### config.mk
export PLATFORM = sky130hd
export DESIGN_NAME = bhtp_ram
export DESIGN_NICKNAME = d
export VERILOG_FILES = /design/src/rtl/bucket_hash_table_probe_defines.svh /design/src/rtl/bhtp_ram.sv
export SDC_FILE = /design/constraint.sdc
export NUM_CORES = 1
export LEC_CHECK = 0
export ABC_AREA = 1
export BUFFER_PORTS_ARGS = -buffer_cell sky130_fd_sc_hd__buf_2
export CAP_MARGIN = 20
export CORE_UTILIZATION = 58
export DETAILED_ROUTE_END_ITERATION = 8
export GPL_TIMING_DRIVEN = 0
export PLACE_DENSITY = 0.76
export SYNTH_ARGS = -nofsm -noshare
export SYNTH_HDL_FRONTEND = slang
export SYNTH_SLANG_ARGS = --single-unit
### constraint.sdc
create_clock -name clk -period 2.5 [get_ports clk]
set_input_delay 0 -clock clk [delete_from_list [all_inputs] [get_ports clk]]
set_output_delay 0 -clock clk [all_outputs]
set_load 0.01 [all_outputs]
### src/rtl/bucket_hash_table_probe_defines.svh
// Assertion macros for the bucketed hash table probe.
// Used by the top level only; every macro samples on clk and is disabled in rst.
`ifndef BUCKET_HASH_TABLE_PROBE_DEFINES_SVH
`define BUCKET_HASH_TABLE_PROBE_DEFINES_SVH

// Same-cycle implication.
`define BHTP_CHECK(label, ante, cons, msg) \
  label: assert property (@(posedge clk) disable iff (rst) (ante) |-> (cons)) else $error(msg);

// Next-cycle implication.
`define BHTP_NEXT(label, ante, cons, msg) \
  label: assert property (@(posedge clk) disable iff (rst) (ante) |=> (cons)) else $error(msg);

`endif

### src/rtl/bhtp_ram.sv
// Generic single-write, single-read RAM with registered read data.
// No dependencies.
module bhtp_ram #(
  parameter int WIDTH = 8,
  parameter int DEPTH = 16
) (
  input  logic                                    clk,
  input  logic                                    we,
  input  logic [((DEPTH > 1) ? $clog2(DEPTH) : 1)-1:0] waddr,
  input  logic [WIDTH-1:0]                        wdata,
  input  logic [((DEPTH > 1) ? $clog2(DEPTH) : 1)-1:0] raddr,
  output logic [WIDTH-1:0]                        rdata
);

  logic [WIDTH-1:0] mem [DEPTH];

  // Write port and registered read port.
  always_ff @(posedge clk) begin
    if (we) begin
      mem[waddr] <= wdata;
    end
    rdata <= mem[raddr];
  end

endmodule

==> run_results.csv <==
group,metric,value,unit
placed_design,io_buffer_count,22,
power_and_ir_drop,power_density,806,mW/mm^2
timing,fmax,605,MHz
power_and_ir_drop,seq_power_share,47.0,%
clock_tree,cts_tree,"built",
timing,fin_crit,1650,ps
logic_synthesis,ys_seq_area_share,69.4,%
detailed_routing,top_layer_used,"met4",
detailed_routing,routed_wl,13500,microns
logic_synthesis,yosysTopAreaCellShare,66.7,%
floorplanning,initial_utilization,59.5,%
detailed_routing,first_iter_violations,346,
worst_setup_path,r2r_setup_slack,950,ps
floorplanning,die_w,102,microns
cells_and_area,fillCellCount,724,
timing,max-slew-margin-rel,40.3,%
worst_setup_path,worstPathRequired,2930,ps
run_status,status,"complete, no violations",
worst_setup_path,crit_fanout,10,
detailed_routing,post_drt_wl_per_cell,18.1,microns
worst_setup_path,cp_slowest_stage_delay,570,ps
cells_and_area,utilization,69.8,%
logic_synthesis,synth_compound_area_share,0,%
worst_setup_path,worstPathArrival,2080,ps
clock_tree,cts_setup_buffers,0,
worst_setup_path,path_class,"in -> reg",
cells_and_area,n_antenna_cell,0,
clock_tree,path_clk_slew,60,ps
timing,rsz0062_at_grt,"false",
worst_setup_path,crit_path_cell_trace,"dlygate4sd3_1, buf_2, inv_1, buf_4, nand3_1, nand3_1, nand2_1, dlygate4sd3_1",
logic_synthesis,synth_cell_type_count,12,
worst_setup_path,cp_slowest_cell,"dlygate4sd3_1",
clock_tree,htree_levels,4,
cells_and_area,nNetsFinal,622,
worst_setup_path,r2r-start,"mem[13][3]$_DFFE_PP_",
timing,setup_viol,0,
global_route,grt.total_usage,29.0,%
clock_tree,ctsRootBufferMaster,"clkbuf_8",
power_and_ir_drop,clkPwrFrac,46.5,%
logic_synthesis,synth_cells,551,
logic_synthesis,synth-xor-area-share,0,%
global_route,antenna_found_initial,0,
worst_setup_path,r2r-end,"rdata[3]$_DFF_P_",
logic_synthesis,synth_top_family_by_area,"simple AND/OR/NAND/NOR gates",
timing,setup_tns,0,ps
detailed_routing,dr_wl_met2,6080,microns
hold_path,min-delay-start,"we",
global_route,grt_overflow,0,
logic_synthesis,synthAdderAreaFrac,0,%
clock_tree,post_cts_resized,0,
power_and_ir_drop,combPwrFrac,6.5,%
power_and_ir_drop,vdd_ir_drop_max,566,uV
logic_synthesis,yosysTopAreaCell,"edfxtp_1",
logic_synthesis,netlist_area,0.00577,sq mm
hold_path,hp-class,"in -> reg",
cells_and_area,synthToLayoutAreaGrowth,17.2,%
power_and_ir_drop,totalPowerFinal,5450,uW
logic_synthesis,yosys-top-cells-area,"edfxtp_1, nand2_1, nand3_1",
timing,slew_viol_final,0,
logic_synthesis,avgSynthCellArea,10.5,sq um
detailed_routing,viasPerCell,5.36,
detailed_routing,drt_first_pass_iters,5,
floorplanning,rows,36,
power_and_ir_drop,p_switching,1180,uW
floorplanning,io_pins,26,
cells_and_area,drive_above_1_share,12.2,%
clock_tree,clk_latency,540,ps
logic_synthesis,synthMuxAreaShare,0,%
detailed_routing,drt-met1-wl,5680,microns
worst_setup_path,rr_worst_depth,7,
hold_path,worstHoldPathCells,3,
floorplanning,die_h,102,microns
placed_design,hpwlAfterDp,8520,microns
timing,finalHoldViolCount,0,
worst_setup_path,crit_path_end_kind,"flop",
job,max-cap-violations,0,
power_and_ir_drop,p_int,4270,uW
logic_synthesis,synthSimpleGateAreaFrac,21.0,%
power_and_ir_drop,switching_share,21.7,%
global_route,grt_pass1_wl,20500,microns
floorplanning,fp.dieArea,0.0103,sq mm
worst_setup_path,start_kind,"input pin",
detailed_routing,drc,0,
logic_synthesis,synth_fp_nets,569,
logic_synthesis,ys_warn_count,0,
global_route,grt_start_max_net_pins,17,
hold_path,holdPathEnd,"mem[0][1]$_DFFE_PP_",
timing,skew,8.38,ps
detailed_routing,vias,4012,
clock_tree,clockBufferDepth,2,
clock_tree,clkSinkCount,136,
global_route,first_global_vias,3818,
detailed_routing,dr_wl_met3,1340,microns
detailed_routing,ant_nets,0,
logic_synthesis,ys_seq_elements,136,
timing,finalCritPeriodShare,66.1,%
placed_design,gp_congestion,0.865,
power_and_ir_drop,p_leak,0.00295,uW
clock_tree,cts_buffers,17,
floorplanning,design.core.area,0.00968,sq mm
timing,worst_pin_slew,892,ps
==> layer usage <==
layer | vias to the layer above | global-route usage [%]
met5 | - | 0
met1 | 1870 | 39.9
met3 | 36 | 8.07
li1 | 1881 | -
met4 | 0 | 13.4
met2 | 225 | 43.2
==> flip-flops by register name, indices dropped and copies added (netlist names) <==
register / count
mem: 128
rdata: 8
==> worst max-delay path by stage <==
stage	from	end	slack, ps	cells past startpoint
4_1_cts	raddr[2]	rdata[3]$_DFF_P_	940	8
5_1_grt	raddr[2]	rdata[3]$_DFF_P_	760	8
3_5_place_dp	waddr[3]	mem[6][0]$_DFFE_PP_	1050	3
6_report	raddr[2]	rdata[3]$_DFF_P_	850	8
2_1_floorplan	waddr[2]	mem[10][0]$_DFFE_PP_	1550	2
3_3_place_gp	waddr[2]	mem[9][7]$_DFFE_PP_	1100	3
==> layout make-up <==
type                    count  area (sq um)  area share [%]
plain buffers              24           166            2.46
clock buffers              18           418            6.18
clock inverters            13           179            2.65
inverters                 102           383            5.66
multi-input cells         289          1210            18.0
flip-flops and latches    136          4000            59.2
well taps                 133           166            2.46
repair buffers             34           230            3.41
==> layout by cell type (no fill, tap or decap), types with 6 or more instances in the layout <==
cell,netlist,final
nand2_1,173,173
edfxtp_1,128,128
inv_1,100,100
nand3_1,97,97
buf_2,13,35
nor2_1,17,17
clkbuf_16,0,16
dlygate4sd3_1,0,12
dfxtp_1,8,8
buf_6,6,6
==> cells in the mapped netlist, drive strengths merged <==
cell and instances:
nand3 97, nand3b 2, nand2 173, buf 24
dfxtp 8, nor2 17, edfxtp 128, inv 102
==> worst max-delay path: cells and delay by family <==
family / cells / cell delay [ps]
simple gates: 3 / 300
buf+inv: 5 / 1770
==> power by group through the flow <==
stage          Clock, uW  Combinational, uW  Sequential, uW
6_report            2530                352            2560
5_1_grt             2620                382            2570
4_1_cts             2540                345            2560
3_5_place_dp           0                326            2610
3_3_place_gp           0                320            2610
2_1_floorplan          0                180            2620
==> cells by family (layout without fill, tap and decap cells) <==
family | Yosys count | after routing
simple gates | 289 | 289
flops | 136 | 136
buf+inv | 126 | 191
==> per-stage QoR <==
stage | setup WS (ps) | area, sq um | std cells | hold slack (ps)
6_report | 846 | 6760 | 749 | 80.9
5_1_grt | 764 | 6760 | 749 | 117
4_1_cts | 936 | 6760 | 749 | 88.4
3_5_place_dp | 1050 | 6040 | 706 | 394
3_3_place_gp | 1100 | 6040 | 706 | 394
2_1_floorplan | 1550 | 5770 | 551 | 98.9
==> timing repair <==
item	4_1_cts	5_1_grt
endpoints found under the setup margin	0	0
endpoints found under the hold margin	136	0
hold buffers	12	0
(Power assumes the default switching activity.)
