[src/rtl/bucket_hash_table_probe_defines.svh]
// Assertion macros for the bucketed hash table probe.
// Used by the top level only; every macro samples on clk and is disabled in rst.
`ifndef BUCKET_HASH_TABLE_PROBE_DEFINES_SVH
`define BUCKET_HASH_TABLE_PROBE_DEFINES_SVH

// Same-cycle implication.
`define BHTP_CHECK(label, ante, cons, msg) \
  label: assert property (@(posedge clk) disable iff (rst) (ante) |-> (cons)) else $error(msg);

// Next-cycle implication.
`define BHTP_NEXT(label, ante, cons, msg) \
  label: assert property (@(posedge clk) disable iff (rst) (ante) |=> (cons)) else $error(msg);

`endif

[src/rtl/bhtp_pkg.sv]
// Shared constants, codes and types of the bucketed hash table probe.
// No dependencies; used by the remainder unit, the top level and the testbench.
package bhtp_pkg;

  // Table geometry.
  localparam int MAX_BUCKETS = 16;
  localparam int MAX_SLOTS   = 8;
  localparam int KEY_W  = 31;
  localparam int BKT_W  = (MAX_BUCKETS > 1) ? $clog2(MAX_BUCKETS) : 1;
  localparam int SLT_W  = (MAX_SLOTS > 1) ? $clog2(MAX_SLOTS) : 1;
  localparam int NB_W   = BKT_W + 1;
  localparam int NS_W   = SLT_W + 1;
  localparam int ROW_W  = MAX_SLOTS * KEY_W;

  // Field and register widths.
  localparam int BC_W     = 5;
  localparam int SC_W     = 4;
  localparam int REQ_W    = 2;
  localparam int ST_W     = 2;
  localparam int BIDX_W   = 4;
  localparam int SIDX_W   = 3;
  localparam int S_DATA_W = ((KEY_W + 7) / 8) * 8;
  localparam int M_DATA_W = ((BIDX_W + SIDX_W + 7) / 8) * 8;
  localparam int CFG_W    = 32;
  localparam int PADDR_W  = 3;

  // Remainder unit: two dividend bits per cycle.
  localparam int DIV_STEPS = (KEY_W + 1) / 2;
  localparam int DIV_W     = 2 * DIV_STEPS;
  localparam int DIV_CNT_W = (DIV_STEPS > 1) ? $clog2(DIV_STEPS) : 1;

  // Request kinds.
  localparam logic [REQ_W-1:0] REQ_INSERT = 2'd0;
  localparam logic [REQ_W-1:0] REQ_DELETE = 2'd1;
  localparam logic [REQ_W-1:0] REQ_SEARCH = 2'd2;

  // Result status codes.
  localparam logic [ST_W-1:0] ST_DONE   = 2'd0;
  localparam logic [ST_W-1:0] ST_ABSENT = 2'd1;
  localparam logic [ST_W-1:0] ST_FULL   = 2'd2;

  // Register indexes, taken from paddr above the word offset.
  localparam logic REG_BUCKET_COUNT = 1'b0;
  localparam logic REG_SLOT_COUNT   = 1'b1;

  // Status of the remainder unit toward the sequencer.
  typedef struct packed {
    logic             done;
    logic [BKT_W-1:0] rem;
  } div_stat_t;

endpackage

[src/rtl/bhtp_mod_unit.sv]
// Iterative remainder unit: key mod bucket count, two dividend bits per cycle.
// Depends on bhtp_pkg.
module bhtp_mod_unit (
  input  logic                        clk,
  input  logic                        rst,
  input  logic                        start,
  input  logic [bhtp_pkg::KEY_W-1:0]  key,
  input  logic [bhtp_pkg::NB_W-1:0]   nb,
  output bhtp_pkg::div_stat_t         stat
);

  logic                            busy;
  logic                            done;
  logic [bhtp_pkg::DIV_CNT_W-1:0]  cnt;
  logic [bhtp_pkg::DIV_W-1:0]      dvd;
  logic [bhtp_pkg::BKT_W-1:0]      rem;
  logic [bhtp_pkg::NB_W-1:0]       t0;
  logic [bhtp_pkg::NB_W-1:0]       t1;
  logic [bhtp_pkg::BKT_W-1:0]      r1;
  logic [bhtp_pkg::BKT_W-1:0]      r2;

  // Two restoring steps: shift in a bit, subtract the divisor when it fits.
  always_comb begin
    t0 = {rem, dvd[bhtp_pkg::DIV_W-1]};
    r1 = (t0 >= nb) ? bhtp_pkg::BKT_W'(t0 - nb) : bhtp_pkg::BKT_W'(t0);
    t1 = {r1, dvd[bhtp_pkg::DIV_W-2]};
    r2 = (t1 >= nb) ? bhtp_pkg::BKT_W'(t1 - nb) : bhtp_pkg::BKT_W'(t1);
  end

  // Control: busy until the last step, then a one-cycle done.
  always_ff @(posedge clk) begin
    if (rst) begin
      busy <= 1'b0;
      done <= 1'b0;
      cnt  <= '0;
    end else begin
      done <= 1'b0;
      if (start) begin
        busy <= 1'b1;
        cnt  <= '0;
      end else if (busy) begin
        cnt <= cnt + bhtp_pkg::DIV_CNT_W'(1);
        if (cnt == bhtp_pkg::DIV_CNT_W'(bhtp_pkg::DIV_STEPS - 1)) begin
          busy <= 1'b0;
          done <= 1'b1;
        end
      end
    end
  end

  // Datapath: dividend shifts out at the top, partial remainder follows.
  always_ff @(posedge clk) begin
    if (start) begin
      dvd <= bhtp_pkg::DIV_W'(key);
      rem <= '0;
    end else if (busy) begin
      dvd <= dvd << 2;
      rem <= r2;
    end
  end

  assign stat.done = done;
  assign stat.rem  = rem;

endmodule

[config.mk]
export PLATFORM = sky130hd
export DESIGN_NAME = bhtp_mod_unit
export DESIGN_NICKNAME = d
export VERILOG_FILES = /design/src/rtl/bucket_hash_table_probe_defines.svh /design/src/rtl/bhtp_pkg.sv /design/src/rtl/bhtp_mod_unit.sv
export SDC_FILE = /design/constraint.sdc
export NUM_CORES = 1
export LEC_CHECK = 0
export BUFFER_PORTS_ARGS = -buffer_cell sky130_fd_sc_hd__buf_2
export CAP_MARGIN = 20
export CORE_MARGIN = 3
export CORE_UTILIZATION = 40
export DETAILED_ROUTE_END_ITERATION = 12
export PLACE_DENSITY = 0.7
export RECOVER_POWER = 50
export SYNTH_ARGS = -nofsm -noshare
export SYNTH_HDL_FRONTEND = slang
export SYNTH_SLANG_ARGS = --single-unit
[constraint.sdc]
create_clock -name clk -period 3.2 [get_ports clk]
set_clock_uncertainty 0.15 [all_clocks]
set_input_delay 0.16 -clock clk [delete_from_list [all_inputs] [get_ports clk]]
set_output_delay 0.16 -clock clk [all_outputs]
set_load 0.1 [all_outputs]
==> results of run 1 <==
-- cells in the final DEF, fill, tap and decap left out, drive strengths merged, types with 3 or more instances in the layout --
cell type  instances
a21oi              7
edfxtp            31
nor2               9
buf               45
mux2i              3
nor2b              4
ha                11
inv               10
a21o               3
xor2               4
dfxtp             11
nand2              8
clkbuf             8
nor3               3
mux2              31
-- worst max-delay path, cell delays in order (launching register included) --
cell and delay, ps:
dfxtp_1 330, inv_1 50, ha_1 280, nor2b_1 160
o21ai_2 110, a31oi_4 240, mux2_4 330, ha_2 300
a21oi_2 180, o21ai_2 90, a31oi_4 190, mux2_4 320
a211oi_2 200
-- sequential cells by signal (all words and copies together) (netlist names) --
name,flops
cnt,4
rem,4
done,1
dvd,32
busy,1
-- per-stage QoR --
| stage | total power, W | instances | hold WS (ps) |
|---|---|---|---|
| after floorplan | 0.000975 | 166 | 82.4 |
| after detailed placement | 0.00106 | 276 | 191 |
| after global routing | 0.00146 | 288 | 5.99 |
| final | 0.00139 | 288 | 17.9 |
| after CTS | 0.00139 | 286 | 7.07 |
| after global placement | 0.00105 | 276 | 188 |
-- routing by layer --
metal	share of wire [%]	vias up	routed length (um)	track usage (%)
met2	45	38	1650	19.1
met4	1.1	0	40	4.05
met3	5.2	6	191	3.39
met5	0	-	0	0
met1	49	628	1800	17.2
li1	-	711	-	-
-- logic make-up after synthesis --
family / share of synthesized area [%]
simple gates: 7.04
fa+ha+maj: 8.13
buf+inv: 3.03
compound gates: 9.04
flops: 52.7
xor+xnor: 2.40
mux: 17.7
-- power groups by stage --
stage	sequential [W]	combinational (W)	clock (W)
4_1_cts	0.000672	0.000376	0.000343
5_1_grt	0.000679	0.000427	0.000358
3_5_place_dp	0.000683	0.000373	0
3_3_place_gp	0.000683	0.000368	0
6_report	0.000671	0.000390	0.000328
2_1_floorplan	0.000726	0.000248	0
-- worst min path at each step --
stage            start       to  slack [ps]  depth (start not counted)
2_1_floorplan      rst     busy          80                          1
3_3_place_gp       rst     busy         190                          2
3_5_place_dp       rst     busy         190                          2
4_1_cts        key[16]  dvd[16]           7                          2
5_1_grt        key[26]  dvd[26]           6                          2
6_report       key[23]  dvd[23]          20                          2
-- layout make-up --
type                       instances  area share (%)
inverter                          10            1.42
clock buffer                       5            2.60
multi-input combinational        108            37.8
clock inverter                     3           0.616
tap                               70            3.31
sequential                        42            44.0
timing repair buffer              50            10.2
-- repair_timing --
| item | in CTS | in global routing |
|---|---|---|
| resized for setup | 0 | 1 |
| endpoints found under the hold margin | 2 | 0 |
| setup buffers | 0 | 2 |
| hold buffers | 2 | 0 |
| endpoints found under the setup margin | 0 | 2 |
==> flow_summary.json, run 1 <==
{
  "yosysMostFrequentCell": "edfxtp_1",
  "utilization_pct": 50.8,
  "grt_pass1_vias": 1370,
  "p_seq_share_pct": 48.3,
  "r2r_slack_ps": 180,
  "dieArea_sq_um": 6390,
  "yosys-top-cells-area": "edfxtp_1 (43%), mux2_2 (15%), dfxtp_1 (10%), ha_1 (6.3%), a31oi_4 (1.9%)",
  "fin_ws_ps": 178,
  "drv_cap": 0,
  "placed_cell_area_sq_um": 2520,
  "clock-sinks": 42,
  "synth_common_cells": "edfxtp_1 (31), mux2_2 (29), dfxtp_1 (11), ha_1 (11), inv_1 (10)",
  "fin_area_sq_um": 2640,
  "rr_startpoint": "dvd[31]",
  "max-slew-margin-rel_pct": 22.9,
  "ys.flop_type": "edfxtp_1",
  "critPathMaxFanout": 4,
  "cts_max_level": 2,
  "fp.dieW_um": 79.9,
  "max_freq_mhz": 331,
  "fill_cells": 477,
  "ys_seq_area_share_pct": 52.7,
  "dp_hpwl_um": 2600,
  "leakage_nw": 1.09,
  "drt-pass1-iter-count": 4,
  "die_h_um": 79.9,
  "p_int_w": 0.000977,
  "layout-drive-gt1-share_pct": 45.0,
  "placement_rows": 26,
  "dp_worst_setup_slack_ps": 39.0,
  "rsz0062_at_grt": "no",
  "synth_top_area_share_pct": 42.6,
  "clock_path_buffers": 2,
  "multi_input_area_sq_um": 1000,
  "path_clk_slew_ps": 80,
  "cts_tree": "yes",
  "core_area_sq_um": 5200,
  "clock_latency_ps": 290,
  "pin_count": 44,
  "routed_wirelength_um": 3690,
  "viasPerCell": 4.80,
  "area_delta_synth_final_pct": 20.9,
  "tns_ps": 0,
  "async_flop_share_pct": 0,
  "overflow": 0,
  "n_antenna_cell": 0,
  "ir_drop_mv": 0.325,
  "layout_min_cycle_time_ps": 3020,
  "grt_use_total_pct": 12.5,
  "r2r-end": "rem[0]",
  "synth.avg_cell_area_sq_um": 13.2,
  "drt-wirelength-per-cell_um": 12.8,
  "cp.arrival_ps": 3080,
  "fin_crit_sh_pct": 94.4,
  "seqCellArea_sq_um": 1160,
  "drc": 0,
  "ys_seq_elements": 42,
  "numPortBuffers": 43,
  "tightest_slew_ps": 1160,
  "dr_total_vias": 1383,
  "critPathRequiredTime_ps": 3260,
  "rr_worst_depth": 12,
  "hold_viol": 0,
  "end_kind": "register",
  "switchingPower_w": 0.000412,
  "yosysTopAreaCell": "edfxtp_1",
  "first_iter_violations": 60,
  "final_max_slew_viol_count": 0,
  "p_clk_share_pct": 23.6,
  "cts-buffers-inserted": 5,
  "setup_viol": 0,
  "synth-edff-count": 31,
  "startpoint": "dvd[31]",
  "layout.nets": 269,
  "hold_path_class": "in2reg",
  "synth.net_count": 218,
  "p_sw_share_pct": 29.6,
  "gp_congestion": 0.736,
  "grt_first_pass_wirelength_um": 6160,
  "ant_nets": 0,
  "pwr_density_cell_nw_per_um2": 526,
  "path_class": "reg2reg",
  "root_buffer": "clkbuf_8",
  "ys_types": 36,
  "comb_power_share_pct": 28.1,
  "initial_core_util_pct": 42.0,
  "syn-cell-area_sq_um": 2190,
  "grt_max_degree": 40,
  "yosys_warnings": 0,
  "antenna_found_initial": 0,
  "startpoint_type": "register",
  "worstSetupEndpoint": "rem[0]",
  "status": "finished, final reports clean",
  "synth_cells": 166
}
Power figures use the tool's default switching activity.
==> inputs of run 2 (changes only) <==
==> constraint.sdc (replaced) <==
create_clock -name clk -period 3.2 [get_ports clk]
set_clock_uncertainty 0.15 [all_clocks]
set_input_delay 0.32 -clock clk [delete_from_list [all_inputs] [get_ports clk]]
set_output_delay 0.32 -clock clk [all_outputs]
set_load 0.1 [all_outputs]
==> flow_summary.json, run 2 (synthesis results as in run 1) <==
{
  "final_max_slew_viol_count": 0,
  "die_h_um": 79.9,
  "cts_max_level": 2,
  "dr_total_vias": 1401,
  "layout_min_cycle_time_ps": 2990,
  "end_kind": "register",
  "drt-wirelength-per-cell_um": 13.2,
  "area_delta_synth_final_pct": 19.8,
  "layout-drive-gt1-share_pct": 44.9,
  "post_cts_resized": 0,
  "grt_first_pass_wirelength_um": 6090,
  "core_area_sq_um": 5200,
  "critPathMaxFanout": 5,
  "pwr_density_cell_nw_per_um2": 526,
  "largest_register_ffs": 32,
  "cts_tree": "yes",
  "fp.dieW_um": 79.9,
  "hold_path_class": "in2reg",
  "dieArea_sq_um": 6390,
  "ant_nets": 0,
  "ctsHoldBuffers": 0,
  "tightest_slew_ps": 1160,
  "reg_top3": "dvd: 32 flops, cnt: 4 flops, rem: 4 flops",
  "overflow": 0,
  "layout.cells.most_common": "buf_2",
  "crit_chain": "inv_1 > ha_1 > nor2b_1 > o21ai_2 > and3_1 > nor3_1 > a211o_1 > ha_1 > a21o_1 > a31oi_4 > mux2_4 > a211oi_2",
  "clock-sinks": 42,
  "startpoint_type": "register",
  "grt_max_degree": 40,
  "max-slew-margin-rel_pct": 23.1,
  "grt_pass1_vias": 1350,
  "drc": 0,
  "leakage_nw": 1.08,
  "fin_crit_sh_pct": 93.5,
  "numPortBuffers": 43,
  "clock_path_buffers": 2,
  "routed_wirelength_um": 3770,
  "drv_cap": 0,
  "path_class": "reg2reg",
  "dp_hpwl_um": 2690,
  "slowest_stage": "dfxtp_1",
  "placed_cell_area_sq_um": 2540,
  "pin_count": 44,
  "gp_congestion": 0.730,
  "cts-buffers-inserted": 5,
  "p_total_w": 0.00138,
  "initial_core_util_pct": 42.0,
  "viasPerCell": 4.90,
  "antenna_found_initial": 0,
  "top_register": "dvd",
  "drt-pass1-iter-count": 5,
  "max_stage_delay_ps": 330,
  "fin_area_sq_um": 2620,
  "layout.nets": 267,
  "post_cts_buffers": 0,
  "setup_viol": 0,
  "grtUsageMet2_pct": 18.8,
  "path_clk_slew_ps": 80,
  "critPathRequiredTime_ps": 3250,
  "met1_usage_pct": 16.7,
  "hold_viol": 0,
  "clock_latency_ps": 290,
  "first_iter_violations": 64,
  "n_antenna_cell": 0,
  "placement_rows": 26,
  "busiest_layer": "met2",
  "cp_common_cell": "ha_1",
  "grt_use_total_pct": 12.4,
  "status": "finished, final reports clean",
  "utilization_pct": 50.3,
  "max_freq_mhz": 334,
  "mostFrequentLayoutCells": "buf_2 (41), edfxtp_1 (31), mux2_2 (29), inv_1 (10), nor2_1 (9)",
  "root_buffer": "clkbuf_8",
  "rsz0062_at_grt": "no",
  "cp.arrival_ps": 3040,
  "ir_drop_mv": 0.260,
  "use_met3_pct": 3.72
}
run 2: cell count changes in the layout (fill, tap and decap cells not counted), sizes merged:
cell	previous run	this run
clkbuf	8	10
buf	45	46
dlygate4sd3	2	0
clkinvlp	1	0
clkinv	2	0
run 2: per-layer routing:
metal / part of all wire (%) / up-vias / wire length (um)
li1: - / 701 / -
met1: 49 / 660 / 1860
met2: 45 / 36 / 1680
met3: 5.1 / 4 / 193
met4: 0.93 / 0 / 35
met5: 0 / - / 0
run 2: critical path, delay by kind of cell, from the launching register on:
| family | cells | cell delay (ps) |
|---|---|---|
| AND/OR/NAND/NOR | 3 | 330 |
| flip-flops | 1 | 330 |
| adder cells (fa/ha/maj) | 2 | 620 |
| buffers and inverters | 1 | 60 |
| AO/OA/AOI/OAI | 5 | 1090 |
| multiplexers | 1 | 320 |
run 2: through the flow:
step	std cells	setup WS (ps)	TNS, ps	hold WS, ps
finish	286	207	0	35.7
floorplan	166	18.3	0	242
detailed placement	278	-9.66	-9.66	319
CTS	286	87.8	0	24.9
global placement	278	62.0	0	311
global route	286	33.1	0	21.0
run 2: final timing paths:
path / endpoint / cells past startpoint / from / slack, ps
hold / removal: busy / 2 / rst / 40
setup reg to reg: rem[0] / 12 / dvd[31] / 210
hold reg to reg: done / 2 / cnt[3] / 340
setup / recovery: rem[0] / 12 / dvd[31] / 210
run 2: final cells by class:
type,instances,area (sq um)
clock buffer,8,80.1
fill,486,2590
inverter,10,37.5
multi-input combinational,108,1000
sequential,42,1160
tap,70,87.6
timing repair buffer,48,250
run 2: report_power, final:
| part | internal (W) | switching (W) | total [W] |
|---|---|---|---|
| Clock | 0.000155 | 0.000168 | 0.000323 |
| Combinational | 0.000176 | 0.000207 | 0.000383 |
| Sequential | 0.000648 | 0.0000241 | 0.000672 |
==> inputs of run 3 (changes only) <==
--- a/config.mk
+++ b/config.mk
@@ -5,12 +5,12 @@
 export SDC_FILE = /design/constraint.sdc
 export NUM_CORES = 1
 export LEC_CHECK = 0
+export ABC_AREA = 1
 export BUFFER_PORTS_ARGS = -buffer_cell sky130_fd_sc_hd__buf_2
-export CAP_MARGIN = 20
 export CORE_MARGIN = 3
 export CORE_UTILIZATION = 40
 export DETAILED_ROUTE_END_ITERATION = 12
-export PLACE_DENSITY = 0.7
+export PLACE_DENSITY = 0.69
 export RECOVER_POWER = 50
 export SYNTH_ARGS = -nofsm -noshare
 export SYNTH_HDL_FRONTEND = slang
==> flow_summary.json, run 3 <==
{
  "final_max_slew_viol_count": 33,
  "dp_worst_setup_slack_ps": 482,
  "rr_startpoint": "dvd[31]",
  "synth_cells": 267,
  "area_delta_synth_final_pct": 15.3,
  "post_cts_resized": 0,
  "root_buffer": "clkbuf_8",
  "critPathRequiredTime_ps": 3250,
  "largest_register_ffs": 32,
  "numPortBuffers": 43,
  "yosys-top-cells-area": "edfxtp_1 (41%), nand2_1 (21%), dfxtp_1 (9.7%), ha_1 (6.1%), inv_1 (3.2%)",
  "ys.flop_type": "edfxtp_1",
  "rsz0062_at_grt": "no",
  "first_iter_violations": 130,
  "fin_area_sq_um": 2610,
  "leakage_nw": 1.34,
  "layout_min_cycle_time_ps": 2620,
  "startpoint": "dvd[31]",
  "cts_max_level": 2,
  "crit_buf_inv": 2,
  "ant_nets": 0,
  "hold_path_class": "in2reg",
  "startpoint_type": "register",
  "layout.cells.most_common": "nand2_1",
  "async_flop_share_pct": 0,
  "ys_types": 26,
  "ctsHoldBuffers": 0,
  "grt_use_total_pct": 14.5,
  "yosysMostFrequentCell": "nand2_1",
  "drc": 0,
  "dp_hpwl_um": 3260,
  "initial_core_util_pct": 42.7,
  "core_area_sq_um": 5300,
  "top_register": "dvd",
  "synth_top_area_share_pct": 41.2,
  "dr_total_vias": 1787,
  "cp.arrival_ps": 2670,
  "end_kind": "register",
  "crit_chain": "inv_1 > ha_1 > inv_1 > fa_1 > nand2_1 > nand2_1 > ha_1 > nand2_1 > nand2_2 > nand2_1 > nand3_2 > nor2_4 > nand3_1 > nand2_1 > nand2_1",
  "violations": "capacitance limit, slew limit",
  "ir_drop_mv": 0.320,
  "pwr_density_cell_nw_per_um2": 620,
  "multi_input_area_sq_um": 966,
  "path_clk_slew_ps": 80,
  "placed_cell_area_sq_um": 2530,
  "clock-sinks": 42,
  "min_from": "rst",
  "cp_common_cell": "nand2_1",
  "setup_viol": 0,
  "critPathMaxFanout": 5,
  "drv_cap": 1,
  "fill_cells": 512,
  "pin_count": 44,
  "clock_path_buffers": 2,
  "die_h_um": 81.2,
  "max-slew-margin-rel_pct": -12.2,
  "fin_crit_sh_pct": 81.9,
  "synth.net_count": 319,
  "ys_seq_area_share_pct": 50.9,
  "cts-buffers-inserted": 5,
  "grt_first_pass_wirelength_um": 7360,
  "fin_ws_ps": 578,
  "grt_pass1_vias": 1671,
  "status": "finished, violations left",
  "n_antenna_cell": 0,
  "cts_tree": "yes",
  "overflow": 0,
  "max_stage_delay_ps": 430,
  "grt_max_degree": 33,
  "antenna_found_initial": 0,
  "synth.avg_cell_area_sq_um": 8.47,
  "fp.dieW_um": 81.2,
  "viasPerCell": 4.69,
  "yosysTopAreaCell": "edfxtp_1",
  "routed_wirelength_um": 4370,
  "tns_ps": 0,
  "post_cts_buffers": 0,
  "drt-pass1-iter-count": 4,
  "reg_top3": "dvd: 32 flops, cnt: 4 flops, rem: 4 flops",
  "gp_congestion": 0.809,
  "slowest_stage": "fa_1",
  "synth_common_cells": "nand2_1 (128), edfxtp_1 (31), inv_1 (19), dfxtp_1 (11), ha_1 (11)",
  "drt-wirelength-per-cell_um": 11.5,
  "max_freq_mhz": 381,
  "holdWs_ps": 45.1,
  "clock_latency_ps": 290,
  "layout.nets": 362,
  "hold_viol": 0,
  "placement_rows": 26,
  "path_class": "reg2reg",
  "mostFrequentLayoutCells": "nand2_1 (128), buf_2 (41), edfxtp_1 (31), inv_1 (20)",
  "syn-cell-area_sq_um": 2260,
  "critPathTopFamily": "adder cells",
  "tightest_slew_ps": 1680,
  "synth-edff-count": 31,
  "layout-drive-gt1-share_pct": 21.9,
  "ys_seq_elements": 42,
  "seqCellArea_sq_um": 1150,
  "yosys_warnings": 0,
  "dieArea_sq_um": 6590
}
## run 3: metal layers
metal / vias to the layer above / global-route usage (%) / part of all wire [%]
li1: 932 / - / -
met1: 806 / 18.9 / 47
met2: 44 / 23.2 / 46
met3: 5 / 5.21 / 6.2
met4: 0 / 3.55 / 0.78
met5: - / 0 / 0
## run 3: cell type report
class / instances / share of cell area [%]
clock inverter: 3 / 0.624
inverter: 26 / 3.74
timing repair buffer: 45 / 8.45
clock buffer: 5 / 2.64
tap: 70 / 3.36
sequential: 42 / 44.1
multi-input combinational: 190 / 37.0
## run 3: final timing paths
kind / end / slack [ps] / depth (start not counted)
setup / recovery: rem[2] / 580 / 15
hold / removal: busy / 50 / 2
setup reg to reg: rem[2] / 580 / 15
hold reg to reg: dvd[31] / 320 / 2
## run 3: cells by family (layout without fill, tap and decap cells)
logic type / Yosys count / in the layout / synth area share, %
fa+ha+maj: 13 / 13 / 7.85
buf+inv: 35 / 79 / 6.42
simple gates: 160 / 160 / 29.9
compound gates: 13 / 13 / 3.37
xor+xnor: 4 / 4 / 1.55
flops: 42 / 42 / 50.9
## run 3: power breakdown
part	internal [W]	switching, W
clock network	0.000149	0.000180
registers	0.000653	0.0000339
logic	0.000196	0.000405
## run 3: through the flow
stage                     util, %  power (W)  instances
after floorplan                 -    0.00117        267
after global placement       47.8    0.00128        373
after detailed placement     47.8    0.00130        373
after CTS                    49.4    0.00163        381
after global routing         49.2    0.00174        381
final                        49.2    0.00162        381
